[src/rtl/core/scfd_pkg.sv]
`timescale 1ns / 1ps
// ----------------------------------------------------------------------------
// scfd_pkg
// Shared types, codes and command table of the serial command frame decoder.
// ----------------------------------------------------------------------------
package scfd_pkg;

    localparam int FRAME_LEN  = 7;
    localparam int BODY_LEN   = FRAME_LEN - 1;
    localparam int NUM_FIXED  = 14;
    localparam int CNT_W      = 3;
    localparam int CFG_IDX_W  = 3;
    localparam int CFG_DATA_W = 32;
    localparam int VOL_W      = 10;
    localparam int MASK_W     = 17;

    localparam int BIT_VOL_UP   = 14;
    localparam int BIT_VOL_DOWN = 15;
    localparam int BIT_UNKNOWN  = 16;

    localparam logic [7:0] CHAR_START = 8'h2A;
    localparam logic [7:0] CHAR_SPACE = 8'h20;
    localparam logic [7:0] CHAR_ZERO  = 8'h30;

    localparam logic [VOL_W-1:0] VOL_DOWN_LOW = 10'd900;
    localparam logic [VOL_W-1:0] VOL_DOWN_OFS = 10'd899;

    localparam logic [31:0]       IDLE_TIMEOUT_RST = 32'd1000;
    localparam logic [VOL_W-1:0]  VOL_FLOOR_RST    = 10'd1;
    localparam logic [VOL_W-1:0]  VOL_CEIL_RST     = 10'd100;
    localparam logic [MASK_W-1:0] HANDLER_MASK_RST = '0;

    typedef enum logic [CFG_IDX_W-1:0] {
        CFG_ENABLE       = 3'd0,
        CFG_IDLE_TIMEOUT = 3'd1,
        CFG_VOL_FLOOR    = 3'd2,
        CFG_VOL_CEIL     = 3'd3,
        CFG_HANDLER_MASK = 3'd4
    } cfg_index_t;

    typedef enum logic [2:0] {
        EV_CMD          = 3'd0,
        EV_CMD_NO_HDLR  = 3'd1,
        EV_VOL_UP       = 3'd2,
        EV_VOL_DOWN     = 3'd3,
        EV_UNKNOWN      = 3'd4,
        EV_UNKNOWN_NO_H = 3'd5
    } event_kind_t;

    typedef logic [BODY_LEN-1:0][7:0]  frame_body_t;
    typedef logic [FRAME_LEN*8-1:0]    frame_text_t;

    typedef struct packed {
        logic       stray;
        logic       full;
        logic [7:0] last_byte;
    } frame_status_t;

    typedef struct packed {
        logic             valid;
        event_kind_t      kind;
        logic [3:0]       index;
        logic [VOL_W-1:0] level;
    } event_t;

    localparam frame_text_t FIXED_CMDS [NUM_FIXED] = '{
        "*_ARM__", "*A_CLR1", "*A_CLR2", "*I_WAIL", "*CHEM_A", "*DISARM",
        "*CANCEL", "*Q_TEST", "*_WAIL_", "*P_WAIL", "*YELP__", "*REPORT",
        "*_VOICE", "*RESET_"
    };

    localparam logic [31:0] VOL_HEAD = "*VOL";

    function automatic logic is_digit(input logic [7:0] c);
        return c inside {[8'h30:8'h39]};
    endfunction

endpackage

[src/rtl/core/scfd_frame.sv]
`timescale 1ns / 1ps
// ----------------------------------------------------------------------------
// scfd_frame
// Frame assembly: idle timeout, start check, byte store and frame count.
// ----------------------------------------------------------------------------
module scfd_frame
    import scfd_pkg::*;
(
    input  logic          clk,
    input  logic          rst_n,
    input  logic          advance,
    input  logic [7:0]    byte_in,
    input  logic [31:0]   time_ms,
    input  logic          enable,
    input  logic [31:0]   idle_timeout,
    output frame_status_t status,
    output frame_body_t   body
);

    logic [CNT_W-1:0] frame_count_reg;
    logic [CNT_W-1:0] frame_count_next;
    logic [31:0]      last_time_reg;
    logic [7:0]       bytes_reg [BODY_LEN];

    logic [31:0]      gap;
    logic [CNT_W-1:0] cnt_eff;
    logic             take;
    logic             stray;
    logic             store;
    logic             full;

    assign gap     = time_ms - last_time_reg;
    assign cnt_eff = (frame_count_reg != '0 && gap > idle_timeout) ? '0 : frame_count_reg;
    assign take    = enable && (byte_in inside {[8'd32:8'd126]});
    assign stray   = take && cnt_eff == '0 && byte_in != CHAR_START;
    assign store   = take && !stray && cnt_eff < CNT_W'(BODY_LEN);
    assign full    = take && cnt_eff == CNT_W'(BODY_LEN);

    always_comb
    begin
        frame_count_next = '0;
        if (store)
        begin
            frame_count_next = cnt_eff + 1'b1;
        end
    end

    always_ff @(posedge clk or negedge rst_n)
    begin
        if (!rst_n)
        begin
            frame_count_reg <= '0;
            last_time_reg   <= '0;
        end
        else if (advance)
        begin
            frame_count_reg <= frame_count_next;
            last_time_reg   <= time_ms;
        end
    end

    always_ff @(posedge clk)
    begin
        for (int i = 0; i < BODY_LEN; i++)
        begin
            if (advance && store && cnt_eff == CNT_W'(i))
            begin
                bytes_reg[i] <= byte_in;
            end
        end
    end

    always_comb
    begin
        for (int i = 0; i < BODY_LEN; i++)
        begin
            body[i] = bytes_reg[i];
        end
    end

    assign status.stray     = advance && stray;
    assign status.full      = advance && full;
    assign status.last_byte = byte_in;

    a_count_range: assert property (@(posedge clk) disable iff (!rst_n)
        frame_count_reg <= CNT_W'(BODY_LEN))
        else $error("frame count beyond body length");

endmodule

[src/rtl/core/scfd_match.sv]
`timescale 1ns / 1ps
// ----------------------------------------------------------------------------
// scfd_match
// Frame decode: fixed command match, volume parse and handler gating.
// ----------------------------------------------------------------------------
module scfd_match
    import scfd_pkg::*;
(
    input  frame_status_t     status,
    input  frame_body_t       body,
    input  logic [VOL_W-1:0]  vol_floor,
    input  logic [VOL_W-1:0]  vol_ceil,
    input  logic [MASK_W-1:0] handler_mask,
    output event_t            ev
);

    frame_text_t      text;
    logic             cmd_hit;
    logic [3:0]       cmd_idx;
    logic             vol_form;
    logic [3:0]       d1;
    logic [3:0]       d2;
    logic [3:0]       d3;
    logic [VOL_W-1:0] value;
    logic             vol_up;
    logic             vol_down;
    event_kind_t      unk_kind;

    always_comb
    begin
        for (int i = 0; i < BODY_LEN; i++)
        begin
            text[(FRAME_LEN-1-i)*8 +: 8] = body[i];
        end
        text[7:0] = status.last_byte;
    end

    always_comb
    begin
        cmd_hit = 1'b0;
        cmd_idx = '0;
        for (int k = NUM_FIXED - 1; k >= 0; k--)
        begin
            if (text == FIXED_CMDS[k])
            begin
                cmd_hit = 1'b1;
                cmd_idx = 4'(k);
            end
        end
    end

    assign vol_form = text[FRAME_LEN*8-1 -: 32] == VOL_HEAD
                      && (text[23:16] == CHAR_SPACE || is_digit(text[23:16]))
                      && is_digit(text[15:8]) && is_digit(status.last_byte);
    assign d1       = (text[23:16] == CHAR_SPACE) ? 4'd0 : 4'(text[23:16] - CHAR_ZERO);
    assign d2       = 4'(text[15:8] - CHAR_ZERO);
    assign d3       = 4'(status.last_byte - CHAR_ZERO);
    assign value    = VOL_W'(d1) * VOL_W'(100) + VOL_W'(d2) * VOL_W'(10) + VOL_W'(d3);
    assign vol_up   = vol_form && value >= vol_floor && value <= vol_ceil
                      && handler_mask[BIT_VOL_UP];
    assign vol_down = vol_form && value >= VOL_DOWN_LOW && handler_mask[BIT_VOL_DOWN];
    assign unk_kind = handler_mask[BIT_UNKNOWN] ? EV_UNKNOWN : EV_UNKNOWN_NO_H;

    always_comb
    begin
        ev.valid = status.stray || status.full;
        ev.kind  = unk_kind;
        ev.index = '0;
        ev.level = '0;
        if (status.full)
        begin
            if (cmd_hit)
            begin
                ev.kind  = handler_mask[cmd_idx] ? EV_CMD : EV_CMD_NO_HDLR;
                ev.index = cmd_idx;
            end
            else if (vol_up)
            begin
                ev.kind  = EV_VOL_UP;
                ev.level = value;
            end
            else if (vol_down)
            begin
                ev.kind  = EV_VOL_DOWN;
                ev.level = value - VOL_DOWN_OFS;
            end
        end
    end

endmodule

[src/rtl/core/serial_command_frame_decoder.sv]
`timescale 1ns / 1ps
// ----------------------------------------------------------------------------
// serial_command_frame_decoder
// Builds seven-character command frames from received bytes and reports
// command, volume and unknown events.
//
//  channel | handshake           | payload
//  --------+---------------------+---------------------------------------------
//  in      | in_valid / in_ready | byte_in, time_ms
//  out     | out_valid/out_ready | event_kind, command_index, volume_level
//  cfg     | cfg_we              | cfg_index, cfg_data
//
// One word per cycle unless a held result stalls the input; an accepted word
// passes through the input register and then, if it yields a result, the result register.
// The input register advances into the decode logic whenever the result
// register is empty or being taken; a stalled result holds one word in the
// input register and then drops in_ready.
// Reset clears the frame count, last tick and valid flags and loads the
// register defaults.
// ----------------------------------------------------------------------------
module serial_command_frame_decoder
    import scfd_pkg::*;
(
    input  logic                  clk,
    input  logic                  rst_n,
    input  logic                  in_valid,
    output logic                  in_ready,
    input  logic [7:0]            byte_in,
    input  logic [31:0]           time_ms,
    output logic                  out_valid,
    input  logic                  out_ready,
    output logic [2:0]            event_kind,
    output logic [3:0]            command_index,
    output logic [VOL_W-1:0]      volume_level,
    input  logic                  cfg_we,
    input  logic [CFG_IDX_W-1:0]  cfg_index,
    input  logic [CFG_DATA_W-1:0] cfg_data
);

    logic              enable_reg;
    logic [31:0]       idle_timeout_reg;
    logic [VOL_W-1:0]  vol_floor_reg;
    logic [VOL_W-1:0]  vol_ceil_reg;
    logic [MASK_W-1:0] handler_mask_reg;

    logic              stage_valid_reg;
    logic [7:0]        stage_byte_reg;
    logic [31:0]       stage_time_reg;

    logic              out_valid_reg;
    logic              out_valid_next;
    event_kind_t       kind_reg;
    logic [3:0]        index_reg;
    logic [VOL_W-1:0]  level_reg;

    logic              advance;
    frame_status_t     status;
    frame_body_t       body;
    event_t            ev;

    assign advance  = stage_valid_reg && (!out_valid_reg || out_ready);
    assign in_ready = !stage_valid_reg || advance;

    always_ff @(posedge clk or negedge rst_n)
    begin
        if (!rst_n)
        begin
            enable_reg       <= 1'b0;
            idle_timeout_reg <= IDLE_TIMEOUT_RST;
            vol_floor_reg    <= VOL_FLOOR_RST;
            vol_ceil_reg     <= VOL_CEIL_RST;
            handler_mask_reg <= HANDLER_MASK_RST;
        end
        else if (cfg_we)
        begin
            case (cfg_index)
                CFG_ENABLE:       enable_reg       <= cfg_data[0];
                CFG_IDLE_TIMEOUT: idle_timeout_reg <= cfg_data;
                CFG_VOL_FLOOR:    vol_floor_reg    <= cfg_data[VOL_W-1:0];
                CFG_VOL_CEIL:     vol_ceil_reg     <= cfg_data[VOL_W-1:0];
                CFG_HANDLER_MASK: handler_mask_reg <= cfg_data[MASK_W-1:0];
                default:          ;
            endcase
        end
    end

    always_ff @(posedge clk or negedge rst_n)
    begin
        if (!rst_n)
        begin
            stage_valid_reg <= 1'b0;
        end
        else if (in_ready)
        begin
            stage_valid_reg <= in_valid;
        end
    end

    always_ff @(posedge clk)
    begin
        if (in_valid && in_ready)
        begin
            stage_byte_reg <= byte_in;
            stage_time_reg <= time_ms;
        end
    end

    scfd_frame u_frame (
        .clk          (clk),
        .rst_n        (rst_n),
        .advance      (advance),
        .byte_in      (stage_byte_reg),
        .time_ms      (stage_time_reg),
        .enable       (enable_reg),
        .idle_timeout (idle_timeout_reg),
        .status       (status),
        .body         (body)
    );

    scfd_match u_match (
        .status       (status),
        .body         (body),
        .vol_floor    (vol_floor_reg),
        .vol_ceil     (vol_ceil_reg),
        .handler_mask (handler_mask_reg),
        .ev           (ev)
    );

    always_comb
    begin
        out_valid_next = out_valid_reg;
        if (ev.valid)
        begin
            out_valid_next = 1'b1;
        end
        else if (out_ready)
        begin
            out_valid_next = 1'b0;
        end
    end

    always_ff @(posedge clk or negedge rst_n)
    begin
        if (!rst_n)
        begin
            out_valid_reg <= 1'b0;
        end
        else
        begin
            out_valid_reg <= out_valid_next;
        end
    end

    always_ff @(posedge clk)
    begin
        if (ev.valid)
        begin
            kind_reg  <= ev.kind;
            index_reg <= ev.index;
            level_reg <= ev.level;
        end
    end

    assign out_valid     = out_valid_reg;
    assign event_kind    = kind_reg;
    assign command_index = index_reg;
    assign volume_level  = level_reg;

    a_result_only_when_free: assert property (@(posedge clk) disable iff (!rst_n)
        ev.valid |-> (!out_valid_reg || out_ready))
        else $error("result produced while output register is held");

    a_index_only_for_cmd: assert property (@(posedge clk) disable iff (!rst_n)
        out_valid && kind_reg != EV_CMD && kind_reg != EV_CMD_NO_HDLR
        |-> command_index == '0)
        else $error("command index set on a non-command event");

    a_level_only_for_vol: assert property (@(posedge clk) disable iff (!rst_n)
        out_valid && kind_reg != EV_VOL_UP && kind_reg != EV_VOL_DOWN
        |-> volume_level == '0)
        else $error("volume level set on a non-volume event");

    a_accept_fills_stage: assert property (@(posedge clk) disable iff (!rst_n)
        in_valid && in_ready |=> stage_valid_reg)
        else $error("accepted word lost before decode");

endmodule
[config.mk]
export PLATFORM = sky130hd
export DESIGN_NAME = serial_command_frame_decoder
export DESIGN_NICKNAME = d
export VERILOG_FILES = /design/src/rtl/core/scfd_pkg.sv /design/src/rtl/core/scfd_frame.sv /design/src/rtl/core/scfd_match.sv /design/src/rtl/core/serial_command_frame_decoder.sv
export SDC_FILE = /design/constraint.sdc
export NUM_CORES = 1
export LEC_CHECK = 0
export ABC_AREA = 1
export BUFFER_PORTS_ARGS = -buffer_cell sky130_fd_sc_hd__clkbuf_2
export CAP_MARGIN = 40
export CORE_UTILIZATION = 61
export DETAILED_ROUTE_END_ITERATION = 8
export PLACE_DENSITY = 0.81
export SETUP_SLACK_MARGIN = 0.5
export SLEW_MARGIN = 20
export SYNTH_ARGS = -nofsm -noshare
export SYNTH_HDL_FRONTEND = slang
export SYNTH_SLANG_ARGS = --single-unit
[constraint.sdc]
create_clock -name clk -period 5.7 [get_ports clk]
set_input_delay 1.14 -clock clk [delete_from_list [all_inputs] [get_ports clk]]
set_output_delay 1.14 -clock clk [all_outputs]
set_load 0.1 [all_outputs]
==> results by group, run 1 <==
Yosys
  – Avg Synthesized Cell Area: 8.52 um^2
  – Cell Area, Synth: 13100 um^2
  – Syn_nets: 1748
  – Yosys cell types: 61
  – Mapped Cells: 1542
  – Post-synth EDFFs: 105
  – Sequential-to-total area share from yosys stat: 44.5%
  – #FFs+latches synth: 212
  – Synth Flop Type: edfxtp_1
  – Ys async rst share: 50.5%
  – YS warnings: 0

Layout
  – Max reg flops: 48
  – Area Overhead vs Synth: 17.6%
  – Share of post-route cells with drive strength above 1: 18.7%
  – # diodes: 0
  – Layout Utilization: 73.3%
  – Finished Cell Area: 15400 um^2
  – Fin nets: 1890

STA
  – Fmax: 198 MHz
  – # setup viols final: 0
  – Max-slew headroom: 54.7%
  – Setup TNS: 0 ns
  – WHS: 0.445 ns
  – Post-layout minimum cycle time: 5.05 ns
  – Final period util: 88.7%
  – Hold Vio Cnt, Final: 0
  – Clk_skew: 0.0105 ns
  – Least-Margin Pin Slew: 0.662 ns
  – Pins Over Slew Limit: 0
  – RSZ-0062 raised after global routing: yes

Route
  – Vias: 11100
  – Routed WL: 34.3 mm
  – Post-DRT Antenna Nets: 0
  – Initial DRC Count: 808
  – Drt wl/cell: 17.4 um
  – # DRC: 0
  – Drt first pass iters: 6
  – Via/cell ratio: 5.62

Place
  – Area of placed instances: 14000 um^2
  – Gpl congestion: 0.991
  – HPWL after detailed placement: 24.7 mm
  – Port buffer count: 98

Floorplanning
  – Num rows: 53
  – Die area: 22100 um^2
  – # IOs: 99
  – Chip Width: 149 um
  – Core ar.: 21100 um^2
  – Initial cell density of the core: 62.3%
  – Die Y-Extent: 149 um

Power and ir drop
  – PwrDens: 318 nW/um^2
  – Design Power: 0.00491 W
  – VDD IR max: 0.288 mV
  – Leakage power: 7.30 nW

Worst setup path
  – Worst Setup End Kind: flip-flop
  – WP data required: 5.93 ns
  – CP peak stage delay: 0.45 ns
  – Maximum fanout along the worst path: 8
  – Worst path arrival time: 5.28 ns
  – Slowest CP cell: edfxtp_1
  – Crit-path most repeated cell: nand2_1
  – Crit start category: flip-flop
  – Kind of critical path: flip-flop to flip-flop

GRT
  – First-pass GRT wire length: 51.7 mm
  – Maximum number of pins on one net before global-route repair: 67
  – Global-route usage over all layers: 29.9%
  – Vias in the first global route: 10400
  – Grt total ovfl: 0
  – Initial antenna violation count: 0

Clock network
  – CTS Buf Count: 23
  – Hold bufs inserted after CTS: 0
  – Clock Tree Buf Depth: 3
  – CTS root buf: clkbuf_16
  – CTS tree: done
  – CTS sink cnt: 212
  – # H-tree levels: 1
  – Clock slew at reported path FFs: 0.06 ns
  – Clock latency on the worst-skew pair: 0.52 ns

Min path
  – Tightest Hold Check Type: input pin to async pin

Job
  – Number of max-cap violations: 0

Status
  – Run status: finished, final reports clean
## final timing paths
kind	from	to	slack, ns	depth (start not counted)
setup / recovery	stage_time_reg[4]$_DFFE_PP_	u_frame.bytes_reg[3][5]$_DFFE_PP_	0.65	32
hold / removal	rst_n	vol_floor_reg[4]$_DFFE_PN0P_	0.44	1
setup reg to reg	stage_time_reg[4]$_DFFE_PP_	u_frame.bytes_reg[3][5]$_DFFE_PP_	0.65	32
hold reg to reg	handler_mask_reg[12]$_DFFE_PN0P_	handler_mask_reg[12]$_DFFE_PN0P_	0.48	2
max in group asynchronous	rst_n	handler_mask_reg[0]$_DFFE_PN0P_	4.07	3
min in group clk	handler_mask_reg[12]$_DFFE_PN0P_	handler_mask_reg[12]$_DFFE_PN0P_	0.48	2
## logic make-up after synthesis
| kind of cell | after synthesis | synth area share, % |
|---|---|---|
| buf+inv | 280 | 8.16 |
| simple gates | 644 | 22.2 |
| flops | 212 | 44.5 |
| fa+ha+maj | 126 | 12.3 |
| compound gates | 239 | 9.99 |
| xor+xnor | 40 | 2.72 |
| mux | 1 | 0.0857 |
## cells in the mapped netlist (3+ instances only)
| cell | instances | area, um^2 |
|---|---|---|
| o21ai_1 | 4 | 20.0 |
| nor2_2 | 14 | 87.6 |
| nand2_4 | 4 | 45.0 |
| nor4_2 | 5 | 62.6 |
| nor4_1 | 6 | 37.5 |
| nand3_1 | 50 | 250 |
| and3_1 | 4 | 25.0 |
| o31ai_1 | 3 | 22.5 |
| xor2_1 | 30 | 263 |
| xnor2_1 | 9 | 78.8 |
| o211ai_1 | 3 | 22.5 |
| o21a_1 | 4 | 30.0 |
| inv_2 | 11 | 41.3 |
| nand2_1 | 279 | 1050 |
| nand4_1 | 39 | 244 |
| o21ai_2 | 3 | 26.3 |
| nand2_2 | 6 | 37.5 |
| fa_1 | 6 | 120 |
| nor3_1 | 28 | 140 |
| clkbuf_1 | 17 | 63.8 |
| ha_1 | 120 | 1500 |
| dfrtp_1 | 97 | 2430 |
| dfstp_2 | 10 | 263 |
| nor2_1 | 189 | 709 |
| o21ai_0 | 86 | 430 |
| nor3_2 | 3 | 30.0 |
| a21boi_0 | 4 | 30.0 |
| edfxtp_1 | 105 | 3150 |
| nor2_4 | 4 | 45.0 |
| buf_1 | 3 | 11.3 |
| a21oi_1 | 113 | 566 |
| inv_1 | 244 | 916 |
## routing by layer
metal / GRT usage, % / up-vias / part of all wire [%]
li1: - / 5386 / -
met1: 37.7 / 5216 / 41
met2: 53.0 / 397 / 50
met3: 3.27 / 99 / 5.0
met4: 11.5 / 0 / 4.0
met5: 0 / - / 0
## timing repair
item                       CTS  global route
gates cloned                 0             2
setup endpoints to repair   60            84
buffers inserted             2            23
pin swaps                    0            36
gates resized for setup     13            74
## worst max-delay path: cells and delay by family, from the launching register on
family                     cells  cell delay, ns
and+or+nand+nor               19            2.31
AOI/OAI and AO/OA              2            0.21
DFF                            1            0.45
adders and majority gates      4            0.96
xor gates and xnor gates       1            0.13
buffers and inverters          6            0.69
## placed cells by master (no fill, tap or decap), types with 20 or more instances in the layout
master | Yosys | routed
o21ai_0 | 86 | 85
nor2_1 | 189 | 181
nor3_1 | 28 | 27
nand4_1 | 39 | 39
nor2_2 | 14 | 20
xor2_1 | 30 | 29
clkbuf_2 | 0 | 97
ha_1 | 120 | 107
clkbuf_16 | 0 | 26
nand2_1 | 279 | 269
inv_2 | 11 | 22
buf_4 | 1 | 36
dfrtp_1 | 97 | 97
inv_1 | 244 | 232
edfxtp_1 | 105 | 105
a21oi_1 | 113 | 108
nand3_1 | 50 | 43
## stage by stage
stage,worst slack (ns),std cells
detailed placement,0.301,1906
global placement,0.462,1904
floorplan,0.931,1542
finish,0.646,1975
global route,0.358,1975
CTS,0.504,1949
## cell type report
type | count | area (um^2)
Multi-Input combinational cell | 1051 | 6620
Timing Repair Buffer | 139 | 875
Clock inverter | 9 | 101
Tap cell | 275 | 344
Inverter | 257 | 971
Sequential cell | 212 | 5840
Clock buffer | 32 | 692
Fill cell | 1515 | 5640
## report_power, final
part / total [W] / internal (W) / switching, W
logic: 0.00147 / 0.000549 / 0.000922
registers: 0.00190 / 0.00180 / 0.0000966
clock network: 0.00154 / 0.000939 / 0.000605
Note: power is estimated with default switching activity, not from simulation.
==> run 2, diff against run 1 <==
--- a/config.mk
+++ b/config.mk
@@ -8,11 +8,12 @@
 export ABC_AREA = 1
 export BUFFER_PORTS_ARGS = -buffer_cell sky130_fd_sc_hd__clkbuf_2
 export CAP_MARGIN = 40
-export CORE_UTILIZATION = 61
+export CORE_UTILIZATION = 62
 export DETAILED_ROUTE_END_ITERATION = 8
-export PLACE_DENSITY = 0.81
+export PLACE_DENSITY = 0.82
 export SETUP_SLACK_MARGIN = 0.5
 export SLEW_MARGIN = 20
 export SYNTH_ARGS = -nofsm -noshare
 export SYNTH_HDL_FRONTEND = slang
+export SYNTH_HIERARCHICAL = 1
 export SYNTH_SLANG_ARGS = --single-unit
==> run 2 against run 1 <==
Effect of this change: count of clock-buffer cells in the layout is 2 lower; final cell count is 7.2% higher; register-to-register slack better by 0.08 ns; wire length is 6.6% higher; via count is 8.5% higher; combinational power is 21% lower; worst hold slack better by 0.023 ns; largest cell class unchanged; largest power group unchanged.
==> results by group, run 2 <==
Status
  – Run status: finished, final reports clean

Clock network
  – CTS Buf Count: 23
  – # H-tree levels: 1
  – Hold bufs inserted after CTS: 0
  – Clock slew at reported path FFs: 0.07 ns
  – CTS sink cnt: 212
  – Clock Tree Buf Depth: 3
  – CTS root buf: clkbuf_16
  – Clock latency on the worst-skew pair: 0.53 ns
  – CTS tree: done

Power and ir drop
  – PwrDens: 289 nW/um^2
  – Switching pwr: 0.00145 W
  – VDD IR max: 0.290 mV
  – Clock power frac: 32.3%
  – Int Power: 0.00301 W
  – Switching Share: 32.6%
  – Leakage power: 7.39 nW
  – Sequential group share of total power: 41.8%
  – Combinational power share: 25.9%

Yosys
  – Synth Flop Type: edfxtp_1
  – Mapped Cells: 1710
  – Combinational family with the most area after synthesis: simple AND/OR/NAND/NOR gates
  – Dominant cell type by area after synthesis: edfxtp_1
  – Adder-cell share of the synthesized area: 11.4%
  – Syn_nets: 1912
  – Simple-gate portion of the synthesized area: 27.5%
  – Top-area cell type share of the netlist area: 22.8%
  – Sequential-to-total area share from yosys stat: 42.2%
  – Most numerous cell in the Yosys netlist: nand2_1
  – Commonest cells post-synth: nand2_1, inv_1, nor2_1
  – #FFs+latches synth: 212
  – Largest cells by area after synthesis: edfxtp_1, dfrtp_1, nand2_1
  – Synth Area in Compound Gates: 7.75%
  – YS warnings: 6
  – Avg Synthesized Cell Area: 8.10 um^2
  – Xor/xnor share of the synthesized area: 2.83%
  – Mux contribution to synthesized area: 0%
  – Ys async rst share: 50.5%
  – Yosys cell types: 57
  – Post-synth EDFFs: 105
  – Cell Area, Synth: 13800 um^2

Place
  – HPWL after detailed placement: 27.8 mm
  – Port buffer count: 98
  – Gpl congestion: 1.00

STA
  – Clk_skew: 0.00980 ns
  – Fmax: 201 MHz
  – Pins Over Slew Limit: 0
  – Max-slew headroom: 44.1%
  – Setup TNS: 0 ns
  – Least-Margin Pin Slew: 0.839 ns
  – Final period util: 87.2%
  – Hold Vio Cnt, Final: 0
  – # setup viols final: 0
  – RSZ-0062 raised after global routing: no
  – Post-layout minimum cycle time: 4.97 ns

Layout
  – Fin nets: 2023
  – Share of post-route cells with drive strength above 1: 13.1%
  – Area Overhead vs Synth: 11.6%
  – Max reg flops: 48
  – Layout Utilization: 70.6%
  – Most frequent cells in the layout: nand2_1, inv_1, nor2_1
  – # diodes: 0
  – Most common cell after layout, fill and taps aside: nand2_1

Floorplanning
  – # IOs: 99
  – Die area: 22900 um^2
  – Die Y-Extent: 151 um
  – Chip Width: 151 um
  – Initial cell density of the core: 63.2%
  – Core ar.: 21900 um^2
  – Num rows: 54

Worst setup path
  – Worst Setup End Kind: flip-flop
  – Worst flop-to-flop path startpoint: u_frame/bytes_reg[4][0]$_DFFE_PP_
  – Crit start category: flip-flop
  – WP data required: 5.98 ns
  – CP peak stage delay: 0.44 ns
  – Kind of critical path: flip-flop to flip-flop
  – Launch point of the worst path: u_frame/bytes_reg[4][0]$_DFFE_PP_
  – CP delay by family, top: adder cells
  – CP Buf/Inv Count: 5
  – Crit-path most repeated cell: ha_1
  – Worst path arrival time: 5.25 ns
  – Maximum fanout along the worst path: 7
  – Slowest CP cell: edfxtp_1

GRT
  – Maximum number of pins on one net before global-route repair: 62
  – GRT met2 Usage: 55.7%
  – Global routing usage on met3: 5.42%
  – First-pass GRT wire length: 57.2 mm
  – Initial antenna violation count: 0
  – Vias in the first global route: 11400
  – Grt total ovfl: 0
  – Global-route usage over all layers: 32.6%
  – Met1 Track Usage GR: 41.3%
  – GRT Max-Usage Layer: met2

Route
  – Post-DRT Antenna Nets: 0
  – Vias: 12000
  – Routed WL: 36.6 mm
  – # DRC: 0
  – Via/cell ratio: 5.68
  – Drt wl/cell: 17.3 um
  – Initial DRC Count: 802
  – Drt first pass iters: 5

Min path
  – Tightest Hold Check Type: input pin to async pin

Job
  – Number of max-cap violations: 0
[run 2: cell count changes after synthesis, moves of 8 or more]
cell,previous run,this run
buf_2,0,9
a21o_1,1,9
inv_1,244,231
nor2_1,189,170
nand3_1,50,141
nand2_1,279,428
a21oi_1,113,63
clkbuf_1,17,5
buf_4,1,15
o21ai_0,86,57
[run 2: kinds of logic after synthesis]
kind of cell	Yosys count
compound gates	180
simple gates	869
xor+xnor	43
fa+ha+maj	122
flops	212
buf+inv	284
[run 2: layer usage]
metal	share of wire [%]	vias up
met5	0	-
met4	3.6	0
met3	7.2	75
met2	49	461
met1	41	5653
li1	-	5849
[run 2: timing repair]
action / in CTS / in global routing
setup endpoints to repair: 12 / 56
buffers inserted: 2 / 8
pin swaps: 0 / 3
gates resized for setup: 1 / 7
cloned: 0 / 1
[run 2: area by class of cell]
class,instances,area (um^2)
clock buffers,30,612
clock inverters,12,124
fillers,1764,6440
inverters,250,938
multi-input cells,1215,6890
flip-flops and latches,212,5840
well taps,280,350
repair buffers,119,691
[run 2: metrics by stage]
step	setup WS [ns]	cells	total power [W]	area, um^2	hold WS, ns
after global placement	0.595	2063	0.00296	14600	0.455
after CTS	0.555	2109	0.00447	15400	0.461
after global routing	0.411	2118	0.00472	15400	0.464
after floorplan	0.835	1710	0.00271	13800	0.441
after detailed placement	0.327	2065	0.00302	14600	0.459
final	0.728	2118	0.00447	15400	0.468
[run 2: power groups by stage]
stage | Sequential (W) | Combinational, W | Clock [W]
4_1_cts | 0.00187 | 0.00114 | 0.00147
5_1_grt | 0.00188 | 0.00131 | 0.00152
2_1_floorplan | 0.00189 | 0.000811 | 0
6_report | 0.00187 | 0.00116 | 0.00145
3_3_place_gp | 0.00189 | 0.00108 | 0
3_5_place_dp | 0.00189 | 0.00113 | 0
[run 2: path summary, 6_finish.rpt]
kind	endpoint	slack, ns	cells after the start
setup / recovery	event_kind[0]$_DFFE_PP_	0.73	26
hold / removal	vol_floor_reg[3]$_DFFE_PN0P_	0.47	1
setup reg to reg	event_kind[0]$_DFFE_PP_	0.73	26
hold reg to reg	handler_mask_reg[3]$_DFFE_PN0P_	0.47	2
max in group asynchronous	u_frame/last_time_reg[7]$_DFFE_PN0P_	4.12	3
min in group clk	handler_mask_reg[3]$_DFFE_PN0P_	0.47	2
